### config.mk
export PLATFORM = sky130hd
export DESIGN_NAME = rgb_to_hsv_converter_top_flat
export DESIGN_NICKNAME = d
export VERILOG_FILES = /design/src/sv/rhsv_pkg.sv /design/src/sv/rhsv_pix_if.sv /design/src/sv/rhsv_hsv_if.sv /design/src/sv/rhsv_div.sv /design/src/sv/rgb_to_hsv_converter_top.sv /design/src/flat_wrapper.sv
export SDC_FILE = /design/constraint.sdc
export NUM_CORES = 1
export LEC_CHECK = 0
export BUFFER_PORTS_ARGS = -buffer_cell sky130_fd_sc_hd__buf_4
export CELL_PAD_IN_SITES_DETAIL_PLACEMENT = 1
export CELL_PAD_IN_SITES_GLOBAL_PLACEMENT = 1
export CORE_UTILIZATION = 57
export DETAILED_ROUTE_END_ITERATION = 16
export PLACE_DENSITY_LB_ADDON = 0.1
export SLEW_MARGIN = 20
export SYNTH_ARGS = -nofsm -noshare
export SYNTH_HDL_FRONTEND = slang
export SYNTH_SLANG_ARGS = --single-unit
### constraint.sdc
create_clock -name clk -period 11.3 [get_ports clk]
set_input_delay 0.565 -clock clk [delete_from_list [all_inputs] [get_ports clk]]
set_output_delay 0.565 -clock clk [all_outputs]
set_load 0.01 [all_outputs]
### src/sv/rhsv_pkg.sv
`timescale 1ns / 1ps
// ----------------------------------------------------------------------------
// rhsv_pkg: shared types and constants of the RGB to HSV converter
// Widths of the pixel and result fields, the divider shape and the fixed
// constants of the hue, saturation and brightness arithmetic.
// ----------------------------------------------------------------------------
package rhsv_pkg;

	localparam int COMP_W = 8;
	localparam int HUE_W  = 9;
	localparam int PCT_W  = 7;

	// Long-division unit: numerator, divisor and quotient widths.
	localparam int DIV_NUM_W = 16;
	localparam int DIV_DEN_W = 9;
	localparam int DIV_QUO_W = 7;

	localparam logic [HUE_W-1:0] HUE_FULL  = 9'd360;
	localparam logic [HUE_W-1:0] HUE_GREEN = 9'd120;
	localparam logic [HUE_W-1:0] HUE_BLUE  = 9'd240;
	localparam logic [13:0]      HUE_SCALE = 14'd60;

	localparam logic [DIV_NUM_W-1:0] SAT_SCALE = 16'd200;
	localparam logic [DIV_NUM_W-1:0] VAL_SCALE = 16'd200;
	localparam logic [DIV_NUM_W-1:0] VAL_BIAS  = 16'd255;
	// Brightness = (200*max + 255) / 510 through a reciprocal: 32896 = floor(2^24 / 510).
	localparam logic [31:0]          VAL_RECIP = 32'd32896;
	localparam int                   VAL_SHIFT = 24;
	localparam logic [DIV_NUM_W-1:0] VAL_DIV   = 16'd510;

	typedef enum logic [1:0] {
		SEC_RED,
		SEC_GREEN,
		SEC_BLUE
	} sector_t;

	typedef struct packed {
		logic [DIV_QUO_W-1:0] quo;
		logic                 rem_nz;
	} div_res_t;

	typedef struct packed {
		sector_t sector;
		logic    neg;
		logic    black;
		logic    gray;
	} side_t;

endpackage

### src/sv/rhsv_pix_if.sv
`timescale 1ns / 1ps
// ----------------------------------------------------------------------------
// rhsv_pix_if: pixel request channel
// Valid/ready channel that carries one 8-bit red, green, blue pixel.
// ----------------------------------------------------------------------------
interface rhsv_pix_if;
	logic                        valid;
	logic                        ready;
	logic [rhsv_pkg::COMP_W-1:0] red;
	logic [rhsv_pkg::COMP_W-1:0] green;
	logic [rhsv_pkg::COMP_W-1:0] blue;

	modport source (output valid, output red, output green, output blue, input ready);
	modport sink   (input valid, input red, input green, input blue, output ready);
endinterface

### src/sv/rhsv_hsv_if.sv
`timescale 1ns / 1ps
// ----------------------------------------------------------------------------
// rhsv_hsv_if: HSV result channel
// Valid/ready channel that carries hue, saturation and brightness.
// ----------------------------------------------------------------------------
interface rhsv_hsv_if;
	logic                       valid;
	logic                       ready;
	logic [rhsv_pkg::HUE_W-1:0] hue;
	logic [rhsv_pkg::PCT_W-1:0] saturation;
	logic [rhsv_pkg::PCT_W-1:0] brightness;

	modport source (output valid, output hue, output saturation, output brightness,
		input ready);
	modport sink   (input valid, input hue, input saturation, input brightness,
		output ready);
endinterface

### src/sv/rhsv_div.sv
`timescale 1ns / 1ps
// ----------------------------------------------------------------------------
// rhsv_div: pipelined restoring divider
// One quotient bit per stage, most significant first. Expects num < 128*den.
// ----------------------------------------------------------------------------
module rhsv_div (
	input  logic                                 clk,
	input  logic [rhsv_pkg::DIV_QUO_W-1:0]       en,
	input  logic [rhsv_pkg::DIV_NUM_W-1:0]       num,
	input  logic [rhsv_pkg::DIV_DEN_W-1:0]       den,
	output rhsv_pkg::div_res_t                   res
);

	localparam int NST = rhsv_pkg::DIV_QUO_W;

	logic [rhsv_pkg::DIV_NUM_W-1:0] part_s [NST];
	logic [rhsv_pkg::DIV_QUO_W-1:0] quo_s  [NST];
	logic [rhsv_pkg::DIV_DEN_W-1:0] den_s  [NST-1];

	for (genvar i = 0; i < NST; i++) begin : g_stage
		localparam int K = NST - 1 - i;
		logic [rhsv_pkg::DIV_NUM_W-1:0] part_in;
		logic [rhsv_pkg::DIV_QUO_W-1:0] quo_in;
		logic [rhsv_pkg::DIV_DEN_W-1:0] den_in;
		logic [rhsv_pkg::DIV_NUM_W-1:0] shifted;
		logic                           ge;
		logic [rhsv_pkg::DIV_QUO_W-1:0] quo_nxt;

		if (i == 0) begin : g_first
			assign part_in = num;
			assign quo_in  = '0;
			assign den_in  = den;
		end else begin : g_next
			assign part_in = part_s[i-1];
			assign quo_in  = quo_s[i-1];
			assign den_in  = den_s[i-1];
		end

		always_comb begin
			shifted    = rhsv_pkg::DIV_NUM_W'(den_in) << K;
			ge         = part_in >= shifted;
			quo_nxt    = quo_in;
			quo_nxt[K] = ge;
		end

		always_ff @(posedge clk) begin
			if (en[i]) begin
				part_s[i] <= ge ? part_in - shifted : part_in;
				quo_s[i]  <= quo_nxt;
			end
		end

		// The last stage has no successor that needs the divisor.
		if (i < NST - 1) begin : g_den
			always_ff @(posedge clk) begin
				if (en[i]) begin
					den_s[i] <= den_in;
				end
			end
		end
	end

	assign res.quo    = quo_s[NST-1];
	assign res.rem_nz = part_s[NST-1] != '0;

endmodule

### src/sv/rgb_to_hsv_converter_top.sv
`timescale 1ns / 1ps
// ----------------------------------------------------------------------------
// rgb_to_hsv_converter_top: streaming RGB to HSV converter
// Turns one 8-bit RGB pixel into hue in degrees and saturation and
// brightness in percent, through a ten-stage valid/ready pipeline.
// ----------------------------------------------------------------------------
// Usage: push pixels on pix and take results on hsv; both are valid/ready
// channels and a request moves on any edge where valid and ready are high.
// The block takes one pixel per clock unless stalled and delivers results in
// order. The depth is set by the two seven-stage long dividers (hue fraction
// and saturation) that resolve one quotient bit per stage, plus a front stage
// for max/min, a stage for the scaled numerators and an output register. Each
// stage holds its own valid bit and moves whenever the stage after it can take
// data, so bubbles close up and a stalled result does not block new pixels
// until the pipe is full. Hue is 0..359 degrees, truncated toward zero but
// rounded up for red-max pixels with blue above green; black and gray pixels
// give hue 0. Saturation and brightness are rounded to nearest, ties upward.
// ----------------------------------------------------------------------------
module rgb_to_hsv_converter_top (
	input  logic              clk,
	input  logic              arst_n,
	rhsv_pix_if.sink          pix,
	rhsv_hsv_if.source        hsv
);

	localparam int NSTG = 10;

	// Stage valid bits and load enables, stage 1 is the input stage.
	logic [NSTG:1] valid_s;
	logic [NSTG:1] stage_en;

	always_comb begin
		stage_en[NSTG] = !valid_s[NSTG] || hsv.ready;
		for (int k = NSTG - 1; k >= 1; k--) begin
			stage_en[k] = !valid_s[k] || stage_en[k+1];
		end
	end

	assign pix.ready = stage_en[1];

	always_ff @(posedge clk or negedge arst_n) begin
		if (!arst_n) begin
			valid_s <= '0;
		end else begin
			if (stage_en[1]) begin
				valid_s[1] <= pix.valid;
			end
			for (int k = 2; k <= NSTG; k++) begin
				if (stage_en[k]) begin
					valid_s[k] <= valid_s[k-1];
				end
			end
		end
	end

	// ---- Stage 1: max, min, sector and signed hue difference ----
	logic [rhsv_pkg::COMP_W-1:0] mx_c, mn_c, mag_c;
	logic [rhsv_pkg::COMP_W:0]   diff_c;
	rhsv_pkg::sector_t           sector_c;

	logic [rhsv_pkg::COMP_W-1:0] mx_s1, delta_s1, mag_s1;
	rhsv_pkg::sector_t           sector_s1;
	logic                        neg_s1;

	always_comb begin
		mx_c = (pix.red > pix.green) ? pix.red : pix.green;
		mx_c = (mx_c > pix.blue) ? mx_c : pix.blue;
		mn_c = (pix.red < pix.green) ? pix.red : pix.green;
		mn_c = (mn_c < pix.blue) ? mn_c : pix.blue;
		// First maximum in the order red, green, blue picks the sector.
		if (pix.red == mx_c) begin
			sector_c = rhsv_pkg::SEC_RED;
			diff_c   = {1'b0, pix.green} - {1'b0, pix.blue};
		end else if (pix.green == mx_c) begin
			sector_c = rhsv_pkg::SEC_GREEN;
			diff_c   = {1'b0, pix.blue} - {1'b0, pix.red};
		end else begin
			sector_c = rhsv_pkg::SEC_BLUE;
			diff_c   = {1'b0, pix.red} - {1'b0, pix.green};
		end
		mag_c = diff_c[rhsv_pkg::COMP_W] ? rhsv_pkg::COMP_W'(-diff_c)
			: diff_c[rhsv_pkg::COMP_W-1:0];
	end

	always_ff @(posedge clk) begin
		if (stage_en[1]) begin
			mx_s1     <= mx_c;
			delta_s1  <= mx_c - mn_c;
			mag_s1    <= mag_c;
			sector_s1 <= sector_c;
			neg_s1    <= diff_c[rhsv_pkg::COMP_W];
		end
	end

	// ---- Stage 2: scaled numerators and divisors ----
	logic [rhsv_pkg::DIV_NUM_W-1:0] hnum_s2, snum_s2, nval_s2;
	logic [rhsv_pkg::DIV_DEN_W-1:0] hden_s2, sden_s2;
	rhsv_pkg::side_t                side_s2;

	always_ff @(posedge clk) begin
		if (stage_en[2]) begin
			hnum_s2 <= rhsv_pkg::DIV_NUM_W'(14'(mag_s1) * rhsv_pkg::HUE_SCALE);
			hden_s2 <= rhsv_pkg::DIV_DEN_W'(delta_s1);
			snum_s2 <= rhsv_pkg::DIV_NUM_W'(delta_s1) * rhsv_pkg::SAT_SCALE
				+ rhsv_pkg::DIV_NUM_W'(mx_s1);
			sden_s2 <= {mx_s1, 1'b0};
			nval_s2 <= rhsv_pkg::DIV_NUM_W'(mx_s1) * rhsv_pkg::VAL_SCALE
				+ rhsv_pkg::VAL_BIAS;
			side_s2.sector <= sector_s1;
			side_s2.neg    <= neg_s1;
			side_s2.black  <= mx_s1 == '0;
			side_s2.gray   <= delta_s1 == '0;
		end
	end

	// ---- Stages 3 to 9: the two long dividers ----
	rhsv_pkg::div_res_t hue_div, sat_div;

	rhsv_div u_hue_div (
		.clk (clk),
		.en  (stage_en[9:3]),
		.num (hnum_s2),
		.den (hden_s2),
		.res (hue_div)
	);

	rhsv_div u_sat_div (
		.clk (clk),
		.en  (stage_en[9:3]),
		.num (snum_s2),
		.den (sden_s2),
		.res (sat_div)
	);

	// Brightness: reciprocal product in stage 3, correction in stage 4.
	logic [31:0]                    prod_s3;
	logic [rhsv_pkg::DIV_NUM_W-1:0] nval_s3;
	logic [rhsv_pkg::COMP_W-1:0]    q0_c;
	logic [rhsv_pkg::DIV_NUM_W-1:0] vrem_c;
	logic [rhsv_pkg::PCT_W-1:0]     val_c;

	always_ff @(posedge clk) begin
		if (stage_en[3]) begin
			prod_s3 <= 32'(nval_s2) * rhsv_pkg::VAL_RECIP;
			nval_s3 <= nval_s2;
		end
	end

	always_comb begin
		q0_c   = prod_s3[rhsv_pkg::VAL_SHIFT +: rhsv_pkg::COMP_W];
		vrem_c = nval_s3 - rhsv_pkg::DIV_NUM_W'(q0_c) * rhsv_pkg::VAL_DIV;
		// The estimate is low by at most one.
		val_c  = (vrem_c >= rhsv_pkg::VAL_DIV) ? rhsv_pkg::PCT_W'(q0_c + 8'd1)
			: q0_c[rhsv_pkg::PCT_W-1:0];
	end

	// Side data and brightness travel alongside the divider stages.
	rhsv_pkg::side_t            side_s [3:9];
	logic [rhsv_pkg::PCT_W-1:0] val_s  [4:9];

	always_ff @(posedge clk) begin
		if (stage_en[3]) begin
			side_s[3] <= side_s2;
		end
		if (stage_en[4]) begin
			val_s[4] <= val_c;
		end
		for (int k = 4; k <= 9; k++) begin
			if (stage_en[k]) begin
				side_s[k] <= side_s[k-1];
			end
		end
		for (int k = 5; k <= 9; k++) begin
			if (stage_en[k]) begin
				val_s[k] <= val_s[k-1];
			end
		end
	end

	// ---- Stage 10: sector offset, wrap and special cases ----
	logic [5:0]                 hq_c;
	logic [rhsv_pkg::HUE_W-1:0] hue_c;
	logic [rhsv_pkg::HUE_W-1:0] hue_s10;
	logic [rhsv_pkg::PCT_W-1:0] sat_s10, val_s10;

	always_comb begin
		hq_c = hue_div.quo[5:0];
		case (side_s[9].sector)
			rhsv_pkg::SEC_RED: begin
				// Negative fraction wraps around by a full turn.
				hue_c = (side_s[9].neg && hq_c != '0)
					? rhsv_pkg::HUE_FULL - rhsv_pkg::HUE_W'(hq_c)
					: rhsv_pkg::HUE_W'(hq_c);
			end
			rhsv_pkg::SEC_GREEN: begin
				hue_c = side_s[9].neg
					? rhsv_pkg::HUE_GREEN - rhsv_pkg::HUE_W'(hq_c)
						- rhsv_pkg::HUE_W'(hue_div.rem_nz)
					: rhsv_pkg::HUE_GREEN + rhsv_pkg::HUE_W'(hq_c);
			end
			rhsv_pkg::SEC_BLUE: begin
				hue_c = side_s[9].neg
					? rhsv_pkg::HUE_BLUE - rhsv_pkg::HUE_W'(hq_c)
						- rhsv_pkg::HUE_W'(hue_div.rem_nz)
					: rhsv_pkg::HUE_BLUE + rhsv_pkg::HUE_W'(hq_c);
			end
			default: begin
				hue_c = '0;
			end
		endcase
		// Drop the hue for black and gray pixels.
		if (side_s[9].black || side_s[9].gray) begin
			hue_c = '0;
		end
	end

	always_ff @(posedge clk) begin
		if (stage_en[10]) begin
			hue_s10 <= hue_c;
			sat_s10 <= side_s[9].black ? '0 : sat_div.quo;
			val_s10 <= side_s[9].black ? '0 : val_s[9];
		end
	end

	assign hsv.valid      = valid_s[NSTG];
	assign hsv.hue        = hue_s10;
	assign hsv.saturation = sat_s10;
	assign hsv.brightness = val_s10;

endmodule
### src/flat_wrapper.sv
// flat-port wrapper written by rule: the top's interface ports become plain ports
module rgb_to_hsv_converter_top_flat 
  (clk, arst_n, pix_valid, pix_red, pix_green, pix_blue, pix_ready, hsv_valid, hsv_hue, hsv_saturation, hsv_brightness, hsv_ready);
  rhsv_pix_if pix_i ();
  rhsv_hsv_if hsv_i ();
  input  logic clk;
  input  logic arst_n;
  input wire logic [$bits(pix_i.valid)-1:0] pix_valid;
  input wire logic [$bits(pix_i.red)-1:0] pix_red;
  input wire logic [$bits(pix_i.green)-1:0] pix_green;
  input wire logic [$bits(pix_i.blue)-1:0] pix_blue;
  output wire logic [$bits(pix_i.ready)-1:0] pix_ready;
  output wire logic [$bits(hsv_i.valid)-1:0] hsv_valid;
  output wire logic [$bits(hsv_i.hue)-1:0] hsv_hue;
  output wire logic [$bits(hsv_i.saturation)-1:0] hsv_saturation;
  output wire logic [$bits(hsv_i.brightness)-1:0] hsv_brightness;
  input wire logic [$bits(hsv_i.ready)-1:0] hsv_ready;
  assign pix_i.valid = pix_valid;
  assign pix_i.red = pix_red;
  assign pix_i.green = pix_green;
  assign pix_i.blue = pix_blue;
  assign pix_ready = pix_i.ready;
  assign hsv_valid = hsv_i.valid;
  assign hsv_hue = hsv_i.hue;
  assign hsv_saturation = hsv_i.saturation;
  assign hsv_brightness = hsv_i.brightness;
  assign hsv_i.ready = hsv_ready;
  rgb_to_hsv_converter_top u_core (.clk(clk), .arst_n(arst_n), .pix(pix_i), .hsv(hsv_i));
endmodule
==> out/metrics.yaml, run 1 <==
status: "finished clean"
wl_per_cell_um: 20.7
worstPathArrival_ps: 7110
grt_util_all_layers_pct: 26.8
ys_ff_latch: 541
drt-pass1-iter-count: 5
grt_setup_unrepaired: "no"
cp-start-kind: "flop"
slew_violations: 0
synth_fp_nets: 3190
syn_to_final_growth_pct: 9.88
synth_flop_cell: "edfxtp_1"
syn_avg_cell_area_um2: 11.6
min_path_cells: 2
synth_top_area_share_pct: 49.6
clkLatencyLatePin_ps: 630
initial_core_util_pct: 58.0
ys_top_cells_by_area: "edfxtp_1 (50%), ha_1 (13%), inv_1 (4.5%)"
cts.clk_slew.worst_paths_ps: 70
drc: 0
rows: 86
clock_sinks: 541
fp.dieArea_mm2: 0.0573
synth_cells: 2765
port_buffers: 52
core-area_mm2: 0.0554
grt_use_met2_pct: 51.1
ctsResizeCount: 0
cts_root_buf: "clkbuf_16"
netlist_area_mm2: 0.0321
antenna_found_initial: 1
clock_skew_ps: 32.1
fin_setup_tns_ps: 0
wirelength_um: 75400
slew_headroom_pct: 33.3
n_antenna_cell: 0
fin_crit_ps: 6740
synth_cell_type_count: 78
grt_max_degree: 71
n_fill_cell: 5594
grtUsageMet1_pct: 30.0
drt-vias-per-instance: 5.72
drt_iter0_drc: 961
cts_buffer_depth: 3
reg2regPathDepth: 25
critical_path_required_ps: 11670
drive_above_1_share_pct: 7.11
grt_pass1_wl_um: 121000
yosysTopAreaCell: "edfxtp_1"
async_reset_ff_share_pct: 1.85
post-route-period-util_pct: 59.6
final_util_pct: 63.7
use_met3_pct: 3.45
die_x_um: 239
yosys_warnings: 0
via_count: 20856
numCtsBuffers: 57
timing_worst_setup_path_type: "reg2reg"
nNetsFinal: 3277
setup_viol: 0
hold_class: "in2reg"
yosysSeqAreaShare_pct: 50.4
grt-ovfl-total: 0
dpl.hpwl_um: 56800
cts_tree: "built"
first_global_vias: 23068
cp_max_fo: 9
place.gp.congestion: 0.923
gr-max-usage-layer: "met2"
die_h_um: 239
ant_nets: 0
post-cts-setup-buffers: 0
synth_edf_count: 531
tightest_slew_ps: 999
drv_cap: 0
fmax_mhz: 148
io_pins: 53
htree_levels: 2
hold_viol: 0
cp-end-kind: "flop"
[worst paths after layout]
kind / from / to / slack [ps]
min in group asynchronous: arst_n / u_core.valid_s[10] / 330
max in group asynchronous: arst_n / u_core.valid_s[1] / 10780
setup / recovery: u_core.prod_s3[24] / u_core.val_s[4][1] / 4560
hold / removal: pix_valid / u_core.valid_s[1] / 150
setup reg to reg: u_core.prod_s3[24] / u_core.val_s[4][1] / 4560
hold reg to reg: u_core.u_hue_div.quo_s[2][5] / u_core.u_hue_div.quo_s[3][5] / 410
[area by class of cell]
cell class	count	area [µm²]	area share [%]
clock buffers	68	1520	4.30
clock inverters	38	364	1.03
inverters	385	1450	4.10
multi-input cells	1802	14300	40.6
flip-flops and latches	541	16200	45.9
well taps	748	936	2.65
repair buffers	65	490	1.39
[flip-flops by register name, summed over array words and instances (netlist names), 21 cells and up]
register,cells
u_core.u_sat_div.quo_s,28
u_core.u_sat_div.den_s,31
u_core.u_sat_div.part_s,96
u_core.val_s,42
u_core.side_s,35
u_core.u_hue_div.quo_s,21
u_core.u_hue_div.den_s,48
u_core.u_hue_div.part_s,100
[Yosys cell counts, types with 4 or more instances]
master and instances:
a211oi_1 6, a21boi_0 23, a21o_1 55, a21oi_1 177, a31oi_1 8, and2_1 12
and3_1 13, and4_1 4, buf_4 5, clkbuf_1 28, dfrtp_1 10, edfxtp_1 531
fa_1 67, ha_1 330, inv_1 384, mux2_2 21, mux2i_1 29, nand2_1 117
nand2b_1 48, nand3_1 38, nand3b_1 6, nand4_1 22, nand4b_1 4, nor2_1 169
nor2b_1 60, nor3_1 42, nor4_1 26, o2111ai_1 5, o211ai_1 6, o21a_1 26
o21ai_0 125, o21bai_1 24, o221ai_1 9, o22ai_1 5, o311ai_0 7, o31ai_1 19
or2_2 10, or3_1 7, or4_1 8, xnor2_1 134, xor2_1 93
[per-layer routing]
layer / part of all wire (%) / vias up / wire, µm
li1: - / 9974 / -
met1: 40 / 10338 / 30000
met2: 54 / 368 / 40500
met3: 2.9 / 174 / 2210
met4: 3.6 / 2 / 2730
met5: 0.017 / - / 13
[kinds of logic (layout without fill, tap and decap cells)]
group / count (synthesis) / after routing / synth area share [%]
buffers and inverters: 422 / 556 / 5.00
AO/OA/AOI/OAI: 530 / 530 / 10.3
flip-flops: 541 / 541 / 50.4
multiplexers: 52 / 52 / 1.75
AND/OR/NAND/NOR: 596 / 596 / 9.30
adder cells (fa/ha/maj): 397 / 397 / 17.0
XOR/XNOR: 227 / 227 / 6.19
[layout by cell type, fill, tap and decap left out, types with 10 or more instances in the layout]
| master | instances |
|---|---|
| xor2_1 | 93 |
| nand3_1 | 36 |
| nor3_1 | 42 |
| inv_1 | 382 |
| a21boi_0 | 23 |
| mux2_2 | 21 |
| nand4_1 | 22 |
| buf_4 | 64 |
| and2_1 | 12 |
| fa_1 | 67 |
| a21oi_1 | 177 |
| nand2b_1 | 48 |
| a21o_1 | 55 |
| nor2_1 | 169 |
| edfxtp_1 | 531 |
| ha_1 | 330 |
| xnor2_1 | 134 |
| o31ai_1 | 19 |
| clkbuf_16 | 58 |
| o21bai_1 | 24 |
| dfrtp_1 | 10 |
| nand2_1 | 114 |
| o21ai_0 | 125 |
| o21a_1 | 26 |
| or2_2 | 10 |
| nor2b_1 | 60 |
| and3_1 | 13 |
| nor4_1 | 25 |
| mux2i_1 | 29 |
| clkinv_2 | 22 |
[timing repair]
action | 4_1_cts | 5_1_grt
hold buffers | 1 | 0
hold endpoints to repair | 10 | 0
setup endpoints to repair | 0 | 0
[critical path, stage by stage (launching register included)]
cell and delay [ps]:
edfxtp_1 550, fa_1 690, xor2_1 170, ha_1 270
fa_1 540, inv_1 60, fa_1 530, inv_1 40
ha_1 300, inv_1 130, o21bai_1 100, a21oi_1 220
nor2b_1 80, o21a_1 180, o21ai_0 190, nand2b_1 90
a21oi_1 170, xor2_1 190, ha_1 290, xor2_1 150
o31ai_1 210, o221ai_1 150, a2111oi_0 370, o221a_2 380
nand2_1 110, mux2_2 320
[per-stage QoR]
stage                     worst slack, ps  cell area [µm²]  std cells  hold WS (ps)
final                                4560            35300       3647           153
after detailed placement             4570            33400       3540           406
after global placement               4790            33400       3540           400
after global routing                 4100            35300       3647           144
after floorplan                      5250            32100       2765           269
after CTS                            4540            35300       3647           128
Power of run 1 is left out: the tool's default activity adds up to more than one toggle a clock period on the data nets, which glitch-free logic cannot reach.
==> inputs of run 2 (changes only) <==
--- a/config.mk
+++ b/config.mk
@@ -5,10 +5,11 @@
 export SDC_FILE = /design/constraint.sdc
 export NUM_CORES = 1
 export LEC_CHECK = 0
+export ABC_AREA = 1
 export BUFFER_PORTS_ARGS = -buffer_cell sky130_fd_sc_hd__buf_4
 export CELL_PAD_IN_SITES_DETAIL_PLACEMENT = 1
 export CELL_PAD_IN_SITES_GLOBAL_PLACEMENT = 1
-export CORE_UTILIZATION = 57
+export CORE_UTILIZATION = 52
 export DETAILED_ROUTE_END_ITERATION = 16
 export PLACE_DENSITY_LB_ADDON = 0.1
 export SLEW_MARGIN = 20
==> constraint.sdc (replaced) <==
create_clock -name clk -period 6.8 [get_ports clk]
set_input_delay 0.34 -clock clk [delete_from_list [all_inputs] [get_ports clk]]
set_output_delay 0.34 -clock clk [all_outputs]
set_load 0.01 [all_outputs]
==> out/metrics.yaml, run 2 <==
status: "finished clean"
async_reset_ff_share_pct: 1.85
fin_crit_ps: 6300
wirelength_um: 69600
min_from: "pix_valid"
clock_sinks: 541
fmax_mhz: 159
drt-vias-per-instance: 5.36
drc: 0
drt-pass1-iter-count: 4
ys_top_cells_by_area: "edfxtp_1 (50%), ha_1 (13%), inv_1 (6.0%)"
htree_levels: 2
synth_top_area_share_pct: 49.7
first_global_vias: 23779
top_regs: "u_core.u_hue_div.part_s (100), u_core.u_sat_div.part_s (96), u_core.u_hue_div.den_s (48)"
yosys_warnings: 0
synth-simple-area-share_pct: 12.2
syn_avg_cell_area_um2: 10.5
grt_max_degree: 72
nNetsFinal: 3584
yosysMostFrequentCell: "edfxtp_1"
cp-start-kind: "flop"
synth_fp_nets: 3485
wl_per_cell_um: 17.4
largest_reg_flops: 100
cp-end-kind: "flop"
ys_ff_latch: 541
grt_util_all_layers_pct: 22.8
place.gp.congestion: 0.881
slew_headroom_pct: 27.7
numCtsBuffers: 60
cts.clk_slew.worst_paths_ps: 60
rows: 90
die_x_um: 250
slew_violations: 0
yosysSeqAreaShare_pct: 50.5
cts_buffer_depth: 3
cts_hold_buf: 1
grt_setup_unrepaired: "no"
cts_root_buf: "clkbuf_16"
synth_adder_area_share_pct: 17.1
drive_above_1_share_pct: 7.10
synth_top_family_by_area: "adder cells"
tightest_slew_ps: 1080
top_register: "u_core.u_hue_div.part_s"
clock_skew_ps: 47.0
synth_cell_type_count: 59
synth_mux_area_share_pct: 0
critical_path_required_ps: 7150
min_path_cells: 3
initial_core_util_pct: 52.8
netlist_area_mm2: 0.0321
setup_viol: 0
ctsResizeCount: 0
design_area_mm2: 0.0355
ant_nets: 0
drv_cap: 0
core-area_mm2: 0.0607
final_util_pct: 58.4
syn_to_final_growth_pct: 10.6
synth_common_cells: "edfxtp_1 (531), inv_1 (510), nand2_1 (439)"
final_cell_mix: "edfxtp_1 (531), inv_1 (502), nand2_1 (438)"
fp.dieArea_mm2: 0.0627
post-cts-setup-buffers: 0
postPlaceCellArea_mm2: 0.0335
grt-ovfl-total: 0
hold_viol: 0
worstPathArrival_ps: 6660
clkLatencyLatePin_ps: 640
synth_cells: 3060
grt_pass1_wl_um: 116000
final_common_cell: "edfxtp_1"
synth_xor_area_share_pct: 5.54
synth_flop_cell: "edfxtp_1"
timing_worst_setup_path_type: "reg2reg"
io_pins: 53
yosysTopAreaCell: "edfxtp_1"
cp_max_fo: 13
startpoint: "u_core.prod_s3[24]"
post-route-period-util_pct: 92.7
fin_setup_tns_ps: 0
hold_class: "in2reg"
n_antenna_cell: 0
drt_iter0_drc: 716
die_h_um: 250
dpl.hpwl_um: 55100
port_buffers: 52
cts_tree: "built"
via_count: 21411
synth_edf_count: 531
reg2regPathDepth: 27
antenna_found_initial: 1
synth_compound_area_share_pct: 8.21
r2r-start: "u_core.prod_s3[24]"
==> run 2: through the flow <==
step	worst slack, ps	hold WS, ps	instances
global route	91.4	63.9	3993
finish	496	41.5	3993
floorplan	-3550	44.4	3060
detailed placement	542	195	3878
global placement	786	189	3878
CTS	497	27.9	3993
==> run 2: area by class of cell <==
| type | count | area (µm²) |
|---|---|---|
| tap | 782 | 978 |
| multi-input combinational | 1978 | 13900 |
| inverter | 514 | 1960 |
| timing repair buffer | 64 | 483 |
| clock inverter | 32 | 359 |
| fill | 6477 | 25200 |
| sequential | 541 | 16200 |
| clock buffer | 82 | 1620 |
==> run 2: path summary, 6_finish.rpt <==
path                                        end  slack, ps
setup / recovery             u_core.val_s[4][4]        500
hold / removal                u_core.valid_s[1]         40
setup reg to reg             u_core.val_s[4][4]        500
hold reg to reg            u_core.side_s[0][33]        390
max in group asynchronous     u_core.valid_s[2]       6500
min in group asynchronous     u_core.valid_s[3]        100
==> run 2: per-layer routing <==
layer | GRT usage [%] | wire length, µm | share of wire, % | vias up
met4 | 7.96 | 2150 | 3.1 | 0
met5 | 0 | 0 | 0 | -
met3 | 2.62 | 1660 | 2.4 | 137
li1 | - | - | - | 10591
met1 | 26.0 | 28700 | 41 | 10401
met2 | 43.5 | 37100 | 53 | 282
==> run 2: cells by family after synthesis <==
group / after synthesis
fa+ha+maj: 397
simple gates: 904
flops: 541
compound gates: 474
buf+inv: 541
xor+xnor: 203
==> run 2: worst max-delay path, stage by stage, from the launching register on <==
cell      delay (ps)
edfxtp_1         550
fa_1             700
xor2_1           200
ha_1             290
fa_1             540
inv_1             60
fa_1             530
inv_1             40
ha_1             310
inv_1            130
nor2_1            60
nor2_1           110
xor2_1           180
ha_1             330
nand2_1          130
a21oi_1           50
a211oi_1         150
o21ai_0          200
nand3_1          120
nand3_1           90
nand2_1           70
inv_1             50
o21ai_0          140
nand2_1           90
a21oi_1          190
nand3_1          420
nand2_1          160
o21ai_0          110
Power of run 2 is left out for the same reason.
